[src/hw/rtl/fcca_pkg.sv]
// ----------------------------------------------------------------------------
// fcca_pkg
// Shared types and constants of the cluster chain allocator: request and
// response payloads, command and status codes, controller/datapath links.
// ----------------------------------------------------------------------------
package fcca_pkg;

	// table geometry and field widths
	localparam int NUM_CLUSTERS_DEF = 1024;
	localparam int CL_W             = 16;
	localparam int BYTES_W          = 32;
	localparam int NEED_W           = BYTES_W + 1;
	localparam int SCAN_W           = 11;
	localparam int LOG2_W           = 4;
	localparam int FREED_W          = 11;
	localparam int CFG_IDX_W        = 1;
	localparam int CFG_W            = 11;
	localparam int FIRST_DATA       = 2;

	// entry codes
	localparam logic [CL_W-1:0] END_MARK = 16'hFFFF;

	// configuration reset values
	localparam logic [SCAN_W-1:0] SCAN_LIMIT_RST   = 11'd1000;
	localparam logic [LOG2_W-1:0] CLUSTER_LOG2_RST = 4'd9;

	// configuration register indexes
	localparam logic [CFG_IDX_W-1:0] CFG_SCAN_LIMIT   = 1'b0;
	localparam logic [CFG_IDX_W-1:0] CFG_CLUSTER_LOG2 = 1'b1;

	// request commands
	typedef enum logic [2:0] {
		CMD_ALLOC  = 3'd0,
		CMD_FREE   = 3'd1,
		CMD_READ   = 3'd2,
		CMD_EXTEND = 3'd3,
		CMD_WRITE  = 3'd4
	} cmd_t;

	// response status codes
	typedef enum logic [1:0] {
		ST_OK           = 2'd0,
		ST_NO_SPACE     = 2'd1,
		ST_OUT_OF_RANGE = 2'd2,
		ST_BROKEN       = 2'd3
	} status_t;

	// response field source
	typedef enum logic [1:0] {
		RSEL_ZERO  = 2'd0,
		RSEL_FIRST = 2'd1,
		RSEL_RDATA = 2'd2,
		RSEL_COUNT = 2'd3
	} rsp_sel_t;

	typedef struct packed {
		cmd_t                cmd;
		logic [CL_W-1:0]     cluster;
		logic [BYTES_W-1:0]  byte_count;
		logic [CL_W-1:0]     entry_value;
	} req_t;

	typedef struct packed {
		status_t             status;
		logic [CL_W-1:0]     result_cluster;
		logic [FREED_W-1:0]  freed_count;
	} rsp_t;

	// controller to datapath
	typedef struct packed {
		logic     clr_step;
		logic     req_load;
		logic     scan_start;
		logic     scan_run;
		logic     scan_link;
		logic     alloc_end;
		logic     ext_link;
		logic     ext_end;
		logic     wr_entry;
		logic     rd_next;
		logic     free_start;
		logic     free_rd;
		logic     free_ev;
		logic     rsp_load;
		status_t  rsp_status;
		rsp_sel_t rsp_sel;
	} ctrl_cmd_t;

	// datapath to controller
	typedef struct packed {
		logic clr_done;
		logic in_range;
		logic scan_done;
		logic scan_short;
		logic free_end;
		logic free_bad;
		logic free_full;
		logic rsp_busy;
	} dp_stat_t;

endpackage

[src/hw/rtl/fcca_ctrl.sv]
// ----------------------------------------------------------------------------
// fcca_ctrl
// Controller: sequences the clearing pass, request decode, the two scan
// passes, chain walks and response hand-off.
// ----------------------------------------------------------------------------
module fcca_ctrl (
	input  logic                 clk,
	input  logic                 arst_n,
	input  logic                 req_valid,
	input  fcca_pkg::cmd_t       req_cmd,
	output logic                 req_ready,
	output fcca_pkg::ctrl_cmd_t  cmd,
	input  fcca_pkg::dp_stat_t   stat
);

	typedef enum logic [11:0] {
		S_CLEAR     = 12'b0000_0000_0001,
		S_IDLE      = 12'b0000_0000_0010,
		S_DECODE    = 12'b0000_0000_0100,
		S_SCAN1     = 12'b0000_0000_1000,
		S_SCAN2     = 12'b0000_0001_0000,
		S_ALLOC_END = 12'b0000_0010_0000,
		S_EXT_LINK  = 12'b0000_0100_0000,
		S_EXT_END   = 12'b0000_1000_0000,
		S_FREE_RD   = 12'b0001_0000_0000,
		S_FREE_EV   = 12'b0010_0000_0000,
		S_RD_NEXT   = 12'b0100_0000_0000,
		S_RESP      = 12'b1000_0000_0000
	} state_t;

	state_t              state_q;
	state_t              state_d;
	fcca_pkg::cmd_t      cmd_q;
	fcca_pkg::status_t   status_q;
	fcca_pkg::status_t   status_d;
	fcca_pkg::rsp_sel_t  sel_q;
	fcca_pkg::rsp_sel_t  sel_d;
	logic                set_rsp;

	// next state and command decode
	always_comb begin
		state_d   = state_q;
		cmd       = '0;
		req_ready = 1'b0;
		set_rsp   = 1'b0;
		status_d  = fcca_pkg::ST_OK;
		sel_d     = fcca_pkg::RSEL_ZERO;
		unique case (state_q)
			S_CLEAR: begin
				cmd.clr_step = 1'b1;
				if (stat.clr_done) begin
					state_d = S_IDLE;
				end
			end
			S_IDLE: begin
				req_ready = 1'b1;
				if (req_valid) begin
					cmd.req_load = 1'b1;
					state_d      = S_DECODE;
				end
			end
			S_DECODE: begin
				set_rsp = 1'b1;
				state_d = S_RESP;
				unique case (cmd_q)
					fcca_pkg::CMD_ALLOC: begin
						set_rsp        = 1'b0;
						cmd.scan_start = 1'b1;
						state_d        = S_SCAN1;
					end
					fcca_pkg::CMD_FREE: begin
						if (stat.in_range) begin
							set_rsp        = 1'b0;
							cmd.free_start = 1'b1;
							state_d        = S_FREE_RD;
						end else begin
							status_d = fcca_pkg::ST_OUT_OF_RANGE;
						end
					end
					fcca_pkg::CMD_READ: begin
						if (stat.in_range) begin
							set_rsp = 1'b0;
							state_d = S_RD_NEXT;
						end else begin
							status_d = fcca_pkg::ST_OUT_OF_RANGE;
						end
					end
					fcca_pkg::CMD_EXTEND: begin
						if (stat.in_range) begin
							set_rsp        = 1'b0;
							cmd.scan_start = 1'b1;
							state_d        = S_SCAN1;
						end else begin
							status_d = fcca_pkg::ST_OUT_OF_RANGE;
						end
					end
					fcca_pkg::CMD_WRITE: begin
						if (stat.in_range) begin
							cmd.wr_entry = 1'b1;
						end else begin
							status_d = fcca_pkg::ST_OUT_OF_RANGE;
						end
					end
					default: ;
				endcase
			end
			// counting pass, also finds the first free cluster
			S_SCAN1: begin
				cmd.scan_run = 1'b1;
				if (stat.scan_done) begin
					if (stat.scan_short) begin
						set_rsp  = 1'b1;
						status_d = fcca_pkg::ST_NO_SPACE;
						state_d  = S_RESP;
					end else if (cmd_q == fcca_pkg::CMD_ALLOC) begin
						cmd.scan_start = 1'b1;
						state_d        = S_SCAN2;
					end else begin
						state_d = S_EXT_LINK;
					end
				end
			end
			// linking pass
			S_SCAN2: begin
				cmd.scan_run  = 1'b1;
				cmd.scan_link = 1'b1;
				if (stat.scan_done) begin
					state_d = S_ALLOC_END;
				end
			end
			S_ALLOC_END: begin
				cmd.alloc_end = 1'b1;
				set_rsp       = 1'b1;
				sel_d         = fcca_pkg::RSEL_FIRST;
				state_d       = S_RESP;
			end
			S_EXT_LINK: begin
				cmd.ext_link = 1'b1;
				state_d      = S_EXT_END;
			end
			S_EXT_END: begin
				cmd.ext_end = 1'b1;
				set_rsp     = 1'b1;
				sel_d       = fcca_pkg::RSEL_FIRST;
				state_d     = S_RESP;
			end
			// chain walk: read a link, then clear it
			S_FREE_RD: begin
				cmd.free_rd = 1'b1;
				state_d     = S_FREE_EV;
			end
			S_FREE_EV: begin
				cmd.free_ev = 1'b1;
				if (stat.free_end) begin
					set_rsp = 1'b1;
					sel_d   = fcca_pkg::RSEL_COUNT;
					state_d = S_RESP;
				end else if (stat.free_bad || stat.free_full) begin
					set_rsp  = 1'b1;
					status_d = fcca_pkg::ST_BROKEN;
					sel_d    = fcca_pkg::RSEL_COUNT;
					state_d  = S_RESP;
				end else begin
					state_d = S_FREE_RD;
				end
			end
			S_RD_NEXT: begin
				cmd.rd_next = 1'b1;
				set_rsp     = 1'b1;
				sel_d       = fcca_pkg::RSEL_RDATA;
				state_d     = S_RESP;
			end
			// wait for a free response slot
			S_RESP: begin
				cmd.rsp_status = status_q;
				cmd.rsp_sel    = sel_q;
				if (!stat.rsp_busy) begin
					cmd.rsp_load = 1'b1;
					state_d      = S_IDLE;
				end
			end
			default: begin
				state_d = S_IDLE;
			end
		endcase
	end

	// state and held response code
	always_ff @(posedge clk or negedge arst_n) begin
		if (!arst_n) begin
			state_q  <= S_CLEAR;
			cmd_q    <= fcca_pkg::CMD_ALLOC;
			status_q <= fcca_pkg::ST_OK;
			sel_q    <= fcca_pkg::RSEL_ZERO;
		end else begin
			state_q <= state_d;
			if (req_valid && req_ready) begin
				cmd_q <= req_cmd;
			end
			if (set_rsp) begin
				status_q <= status_d;
				sel_q    <= sel_d;
			end
		end
	end

endmodule

[config.mk]
export PLATFORM = sky130hd
export DESIGN_NAME = fcca_ctrl
export DESIGN_NICKNAME = d
export VERILOG_FILES = /design/src/hw/rtl/fcca_pkg.sv /design/src/hw/rtl/fcca_ctrl.sv
export SDC_FILE = /design/constraint.sdc
export NUM_CORES = 1
export LEC_CHECK = 0
export BUFFER_PORTS_ARGS = -buffer_cell sky130_fd_sc_hd__buf_4
export CORE_ASPECT_RATIO = 0.7
export CORE_MARGIN = 2
export CORE_UTILIZATION = 55
export DETAILED_ROUTE_END_ITERATION = 6
export PLACE_DENSITY = 0.84
export SYNTH_ARGS = -nofsm -noshare
export SYNTH_HDL_FRONTEND = slang
export SYNTH_SLANG_ARGS = --single-unit
[constraint.sdc]
create_clock -name clk -period 6.4 [get_ports clk]
set_input_delay 0.64 -clock clk [delete_from_list [all_inputs] [get_ports clk]]
set_output_delay 0.64 -clock clk [all_outputs]
set_load 0.01 [all_outputs]
; After elaboration in Yosys (flattened, before gate mapping)
; Index checks and enable logic that the tools add are counted.
[totals]
regBits = 19
out_inout_bits = 19
elab_cells = 88
[classes]
n_mux = 54
eq_ne = 21
n_reduce_logical = 9
[op_table]
columns = operator, n
row1 = 12-bit 2-to-1 mux, 11
row2 = 12-bit case mux with 10 select lines, 1
row3 = 12-bit case mux with 4 select lines, 1
row4 = 1-bit 2-to-1 mux, 28
row5 = 12-bit by 1-bit == test with 1-bit output (second input constant), 1
row6 = 12-bit by 10-bit == test with 1-bit output (second input constant), 1
row7 = 12-bit by 11-bit == test with 1-bit output (second input constant), 1
row8 = 12-bit == test (second input constant), 1
row9 = 12-bit by 2-bit == test with 1-bit output (second input constant), 1
row10 = 12-bit by 3-bit == test with 1-bit output (second input constant), 1
row11 = 12-bit by 4-bit == test with 1-bit output (second input constant), 1
row12 = 12-bit by 5-bit == test with 1-bit output (second input constant), 1
row13 = 12-bit by 6-bit == test with 1-bit output (second input constant), 1
row14 = 12-bit by 7-bit == test with 1-bit output (second input constant), 1
row15 = 12-bit by 8-bit == test with 1-bit output (second input constant), 1
row16 = 12-bit by 9-bit == test with 1-bit output (second input constant), 1
row17 = 2-bit case mux with 3 select lines, 2
row18 = 2-bit 2-to-1 mux, 5
row19 = 2-bit != test (second input constant), 5
row20 = 7-bit 2-to-1 mux, 1
row21 = 3-bit by 2-bit == test with 1-bit output (second input constant), 2
row22 = 1-bit case mux with 2 select lines, 3
row23 = 3-bit OR reduction, 2
row24 = 5-bit 2-to-1 mux, 1
row25 = other kinds (9), 10

; Logic depth before layout (Yosys ltp)
; Gate-level depths: netlist (run 1).
[depth]
ltp_word = 5
ltp_mapped = 7
ltp_nobuf = 5

; Least setup slack after synthesis (run 1)
; OpenSTA, ideal clock, no wires.
[synth_timing]
path_type = flip-flop to output port
start = register state_q[6]
end = output cmd[9] (netlist name)
arrival_time_ns = 2.024
path_slack_ns = 3.736
path_stages_with_launch = 6
required_ns = 5.760
path_cell_list = dfrtp_1 -> clkbuf_1 -> or4_1 -> nor4_4 -> nand2_1 -> nor4_1
[synth_lines]
columns = element, line
row1 = "start, declared", fcca_ctrl.sv:31  ; state_t state_q;
row2 = "start signal, assigned", fcca_ctrl.sv:196  ; state_q <= state_d;
row3 = "end, declared", fcca_ctrl.sv:12  ; output fcca_pkg::ctrl_cmd_t cmd,

==> results of run 1 <==
## synthesized netlist by cell type (all sizes together) (4+ instances only)
cell / count / area share (%)
a21oi: 5 / 1.9
and2: 7 / 3.2
buf: 6 / 3.4
clkbuf: 6 / 1.7
dfrtp: 18 / 33
inv: 8 / 2.2
nand2: 5 / 1.4
nand3: 5 / 1.9
nor2: 9 / 2.5
nor3: 11 / 4.1
nor3b: 7 / 3.9
nor4: 9 / 6.4
o21ai: 8 / 3.0
or4: 4 / 2.5
## power by group
part           leakage [nW]  switching [mW]  internal (mW)
Clock                0.0150          0.0382         0.0243
Sequential            0.249          0.0512          0.152
Combinational         0.467           0.152          0.122
Total                 0.730           0.241          0.298
## layer usage
| metal | part of all wire, % | track usage, % | wire length, um |
|---|---|---|---|
| met1 | 48 | 34.4 | 1570 |
| met2 | 45 | 40.4 | 1470 |
| met3 | 6.9 | 5.94 | 229 |
| met4 | 0.85 | 4.78 | 28 |
| met5 | 0 | 0 | 0 |
## area by class of cell
cell class | count | area share, %
flip-flops and latches | 19 | 30.0
multi-input cells | 111 | 48.7
repair buffers | 32 | 15.1
clock buffers | 4 | 1.66
inverters | 8 | 1.89
well taps | 32 | 2.52
## cell usage in the layout (no fill, tap or decap), drive strengths merged, types with 2 or more instances in the layout
master,instances
or4,4
nor4b,3
nor2b,3
a22oi,2
nand4,3
a31oi,2
a21o,2
o21ai,8
inv,8
dfrtp,18
nand3,5
a21oi,5
nor3,11
mux2,2
and2,7
and3,3
nor4,9
nor4bb,3
buf,32
clkbuf,4
xnor2,3
nor3b,7
o22ai,2
nand2,5
nor2,9
## cells by family (layout without fill, tap and decap cells)
| logic type | Yosys count | in the layout | synth area share, % |
|---|---|---|---|
| simple gates | 78 | 78 | 38.4 |
| flops | 19 | 19 | 35.3 |
| compound gates | 27 | 27 | 14.7 |
| mux | 2 | 2 | 1.67 |
| buf+inv | 20 | 44 | 7.33 |
| xor+xnor | 4 | 4 | 2.60 |
## worst max path at each step
stage                     startpoint  endpoint  slack [ps]  cells after the start
after detailed placement  state_q[6]    cmd[7]        3590                      5
final                     state_q[6]    cmd[7]        3220                      5
after CTS                 state_q[6]    cmd[7]        3230                      5
after global routing      state_q[6]    cmd[7]        3080                      5
after floorplan           state_q[6]    cmd[9]        3740                      5
after global placement    state_q[6]    cmd[7]        3640                      5
## per-stage QoR
step / setup WS [ps] / utilization [%]
4_1_cts: 3230 / 70.8
6_report: 3220 / 70.8
3_3_place_gp: 3640 / 69.6
5_1_grt: 3080 / 70.8
3_5_place_dp: 3590 / 69.6
2_1_floorplan: 3740 / -
## flip-flops by register name (all words and copies together), names as in the netlist
name / flops
status_q: 2
state_q: 12
cmd_q: 3
sel_q: 2
## worst max-delay path: stages, from the launching register on
cell     delay [ps]
dfrtp_1         500
or4_1           700
nor4_4          400
nand2_1         170
nor4b_2         290
buf_4           180
==> summary.txt, run 1 <==
Run status
  • Status: completed

Layout
  • Share of cells above drive strength 1: 27.6%
  • Non-Filler Instances: 206
  • Layout Nets: 189
  • Area Overhead vs Synth: 17.6%
  • Layout fillers: 195
  • Multi-input combinational cell area: 773 um2
  • Post-route cell area: 1590 um2
  • Antenna Cells: 0
  • Register Area: 477 um2

Placement
  • GP Congestion: 0.895
  • Post-DP HPWL: 2490 um
  • Post-Place Cells: 202
  • Placed Area: 1560 um2
  • Port Buf Inserts: 32

Routing
  • Routed WL per cell: 16.0 um
  • DRC: 0
  • WL final: 3300 um
  • Initial DRC count: 76
  • Via/cell ratio: 5.99
  • Final ANT Viol Nets: 0
  • Vias post-DR: 1233
  • DRT Pass-1 Iters: 5

Synthesis
  • Netlist cell types: 48
  • Mapped Avg Cell Area: 8.99 um2
  • EDFF count, synth: 0
  • Most used DFF post-synth: dfrtp_1
  • Synth Instances: 150
  • Net Count, Synth: 164
  • Fraction of registers with async set/reset: 100%
  • Sequential fraction of the synthesis area: 35.3%
  • Number of warnings issued by yosys: 0
  • Yosys reg bits: 19
  • Synthesized area: 1350 um2

Floorplanning
  • I/O Pins: 33
  • Standard-cell row count: 14
  • Core Box Area: 2240 um2
  • Initial Utilization: 60.2%
  • Die height: 45.4 um
  • Width of the die: 63.2 um
  • Die area: 2870 um2

Clocking
  • Hold_buf cts: 0
  • CTS tree: done
  • Clk slew on worst S/H paths: 110 ps
  • Clk sink count: 19
  • Cts repair resizes: 0
  • Number of setup buffers added after CTS: 0
  • Clk_lat worst skew: 300 ps
  • Max H-tree Level: 1
  • CTS root buf: clkbuf_4
  • Clock Tree Buf Depth: 2
  • Num CTS Buffers: 3

Critical path
  • CP endpoint kind: output port
  • Worst r2r src: state_q[9]
  • Reg2reg setup slack: 3990 ps
  • Critical R2R Capture: state_q[11]
  • Max Fanout on Critical Path: 10
  • Kind of critical path: register to output port
  • R2r worst-path depth: 5
  • Worst EP required: 5760 ps
  • Critical path arrival: 2540 ps
  • Worst setup SP type: register

Global routing
  • Largest net degree at the start of global routing: 20
  • GRT Util Overall: 24.7%
  • Vias in the first global route: 1097
  • First-pass GRT wire length: 5380 um
  • Initial antenna violation count: 0
  • Gr ovfl total: 0

STA
  • Final Setup Violations: 0
  • Final worst path period need: 3180 ps
  • Final hold violation count: 0
  • Slew headroom: 52.3%
  • Post-route clock period utilization: 49.7%
  • Final Max Slew Viols: 0
  • Worst-Margin Slew: 709 ps
  • Unrepaired setup endpoints after global routing: no
  • Hold slack: 190 ps
  • FMAX: 0.314 GHz
  • Final setup skew: 2.92 ps
  • Setup TNS: 0 ps

Worst hold path
  • Worst hold path type: primary input to async pin

Power
  • Power, Total: 540 uW
  • Lkg Pwr: 0.730 nW
  • Pwr dens: 340 nW/um2
  • Max VDD drop: 0.248 mV

Flow run
  • Max Cap Violations: 0
No activity file was read; power rests on OpenSTA's default activity.
==> run 2, diff against run 1 <==
CORE_UTILIZATION = 48   (was 55)
PLACE_DENSITY = 0.78   (was 0.84)
clock period = 2.9 ns   (was 6.4 ns; I/O delays follow)
==> run 2 against run 1 <==
  * Critical path depth shrank 1
  * Power grew 130%
  * Global-route usage shrank 3.3 points
  * Hold slack lost 44 ps
  * Critical endpoint is now cmd[11]
  * Utilization shrank 11 points
  * Cell count grew 3.4%
  * Die area grew 13%
  * Sequential cell count is the same
  * Combinational power grew 130%
==> summary.txt, run 2 (synthesis gave the netlist of run 1 again) <==
Run status
  • Status: completed (unchanged)

Critical path
  • CP endpoint kind: output port (unchanged)
  • CP Depth: 4 (was 5)
  • Critical Path, Cell by Cell: or4_4 -> nor3_1 -> nor4bb_1 -> buf_4 (was or4_1 -> nor4_4 -> nand2_1 -> nor4b_2 -> buf_4)
  • Worst path bufs/invs: 1 (unchanged)
  • Kind of critical path: register to output port (unchanged)
  • Worst r2r src: state_q[9] (unchanged)
  • R2r worst-path depth: 5 (unchanged)
  • CP Launch Point: state_q[9] (was state_q[6])
  • Largest delay share family, worst path: simple AND/OR/NAND/NOR gates (unchanged)
  • CP peak stage delay: 630 ps (was 700 ps)
  • Worst setup SP type: register (unchanged)
  • Reg2reg setup slack: 520 ps (was 3990 ps)
  • End of the critical path: cmd[11] (was cmd[7])
  • Critical path arrival: 2400 ps (was 2540 ps)
  • Critical R2R Capture: state_q[11] (unchanged)
  • Worst EP required: 2610 ps (was 5760 ps)
  • Max Fanout on Critical Path: 9 (was 10)
  • Max stage delay cell, worst path: or4_4 (was or4_1)

Floorplanning
  • Die height: 48.4 um (was 45.4 um)
  • Standard-cell row count: 16 (was 14)
  • Width of the die: 67.4 um (was 63.2 um)
  • Core Box Area: 2740 um2 (was 2240 um2)
  • Initial Utilization: 49.2% (was 60.2%)
  • I/O Pins: 33 (unchanged)
  • Die area: 3260 um2 (was 2870 um2)

Global routing
  • Initial antenna violation count: 0 (unchanged)
  • GRT Util Overall: 21.4% (was 24.7%)
  • First-pass GRT wire length: 5300 um (was 5380 um)
  • Largest net degree at the start of global routing: 20 (unchanged)
  • Gr ovfl total: 0 (unchanged)
  • Vias in the first global route: 1133 (was 1097)

Clocking
  • Clk slew on worst S/H paths: 70 ps (was 110 ps)
  • Clk_lat worst skew: 260 ps (was 300 ps)
  • Clk sink count: 19 (unchanged)
  • Max H-tree Level: 1 (unchanged)
  • CTS root buf: clkbuf_8 (was clkbuf_4)
  • CTS tree: done (unchanged)
  • Clock Tree Buf Depth: 2 (unchanged)
  • Num CTS Buffers: 3 (unchanged)
  • Number of setup buffers added after CTS: 0 (unchanged)

Layout
  • Antenna Cells: 0 (unchanged)
  • Most common cell after layout, fill and taps aside: buf_4 (unchanged)
  • Layout Nets: 192 (was 189)
  • Register Area: 477 um2 (unchanged)
  • Commonest non-fill, non-tap cells in the layout: buf_4 (34), dfrtp_1 (18), nor3_1 (11) (was buf_4 (32), dfrtp_1 (18), nor3_1 (11))
  • Multi-input combinational cell area: 777 um2 (was 773 um2)
  • Reg with most FFs: state_q (unchanged)
  • Area Overhead vs Synth: 21.5% (was 17.6%)
  • Top Registers: state_q: 12 flops, cmd_q: 3 flops (unchanged)
  • Layout fillers: 250 (was 195)
  • Non-Filler Instances: 213 (was 206)
  • Largest register FFs: 12 (unchanged)
  • Share of cells above drive strength 1: 28.8% (was 27.6%)

Placement
  • Post-Place Cells: 208 (was 202)
  • Post-DP HPWL: 2520 um (was 2490 um)
  • Port Buf Inserts: 32 (unchanged)
  • GP Congestion: 0.916 (was 0.895)

STA
  • Final worst path period need: 2690 ps
  • Unrepaired setup endpoints after global routing: no (unchanged)
  • Final hold violation count: 0 (unchanged)
  • Final Setup Violations: 0 (unchanged)
  • Final Max Slew Viols: 0 (unchanged)
  • Setup TNS: 0 ps (unchanged)
  • Final setup skew: 4.77 ps (was 2.92 ps)
  • FMAX: 0.371 GHz
  • Post-route clock period utilization: 92.9%
  • Worst-Margin Slew: 793 ps (was 709 ps)
  • Slew headroom: 46.6% (was 52.3%)

Routing
  • Initial DRC count: 125 (was 76)
  • DRT Pass-1 Iters: 4 (was 5)
  • Routed WL per cell: 15.6 um (was 16.0 um)
  • Vias post-DR: 1292 (was 1233)
  • WL final: 3310 um (was 3300 um)
  • DRC: 0 (unchanged)
  • Final ANT Viol Nets: 0 (unchanged)
  • Via/cell ratio: 6.07 (was 5.99)

Power
  • Pwr dens: 768 nW/um2 (was 340 nW/um2)
  • Lkg Pwr: 0.750 nW (was 0.730 nW)
  • Power, Total: 1.26 mW (was 540 uW)
  • Max VDD drop: 0.543 mV (was 0.248 mV)

Worst hold path
  • Worst hold path type: primary input to register (was primary input to async pin)
  • Hold Path Cell Cnt: 2

Flow run
  • Max Cap Violations: 0 (unchanged)
run 2: cell types whose count changed in the layout (fill, tap and decap cells not counted):
cell / before / now
buf_4: 32 / 34
clkbuf_4: 3 / 0
clkbuf_8: 0 / 3
dlygate4sd3_1: 0 / 1
or4_1: 3 / 2
or4_4: 1 / 2
run 2: what timing repair did:
action	in CTS	in global routing
endpoints found under the hold margin	18	0
gates resized for setup	0	1
hold buffers	1	0
setup endpoints to repair	0	1
run 2: power by group:
| group | internal [mW] | total (mW) | switching, mW |
|---|---|---|---|
| logic | 0.285 | 0.620 | 0.335 |
| clock network | 0.0979 | 0.190 | 0.0926 |
| registers | 0.337 | 0.449 | 0.112 |
| total | 0.720 | 1.26 | 0.539 |
run 2: cell type report:
class | instances | area share, %
Multi-Input combinational cell | 111 | 47.4
Sequential cell | 19 | 29.1
Timing Repair Buffer | 35 | 16.2
Clock buffer | 4 | 2.75
Tap cell | 36 | 2.75
Inverter | 8 | 1.83
run 2: worst min-delay path by stage:
stage	slack, ps	endpoint	start
floorplan	-6	cmd_q[0]	arst_n
global placement	180	state_q[4]	arst_n
detailed placement	180	state_q[4]	arst_n
CTS	150	state_q[0]	stat[7]
global route	160	state_q[0]	stat[7]
finish	150	state_q[0]	stat[7]
run 2: routing by layer:
metal	GRT usage, %	part of all wire [%]
met1	30.9	46
met2	33.5	46
met5	0	0
met4	2.04	0.63
met3	5.81	6.9
run 2: stage by stage:
step / util (%) / setup WS, ps / hold WS, ps / instance area, um2
global route: 59.8 / 60.6 / 156 / 1640
finish: 59.8 / 207 / 146 / 1640
floorplan: - / 486 / -5.59 / 1350
CTS: 59.6 / 171 / 147 / 1640
detailed placement: 57.6 / 455 / 180 / 1580
global placement: 57.6 / 512 / 178 / 1580
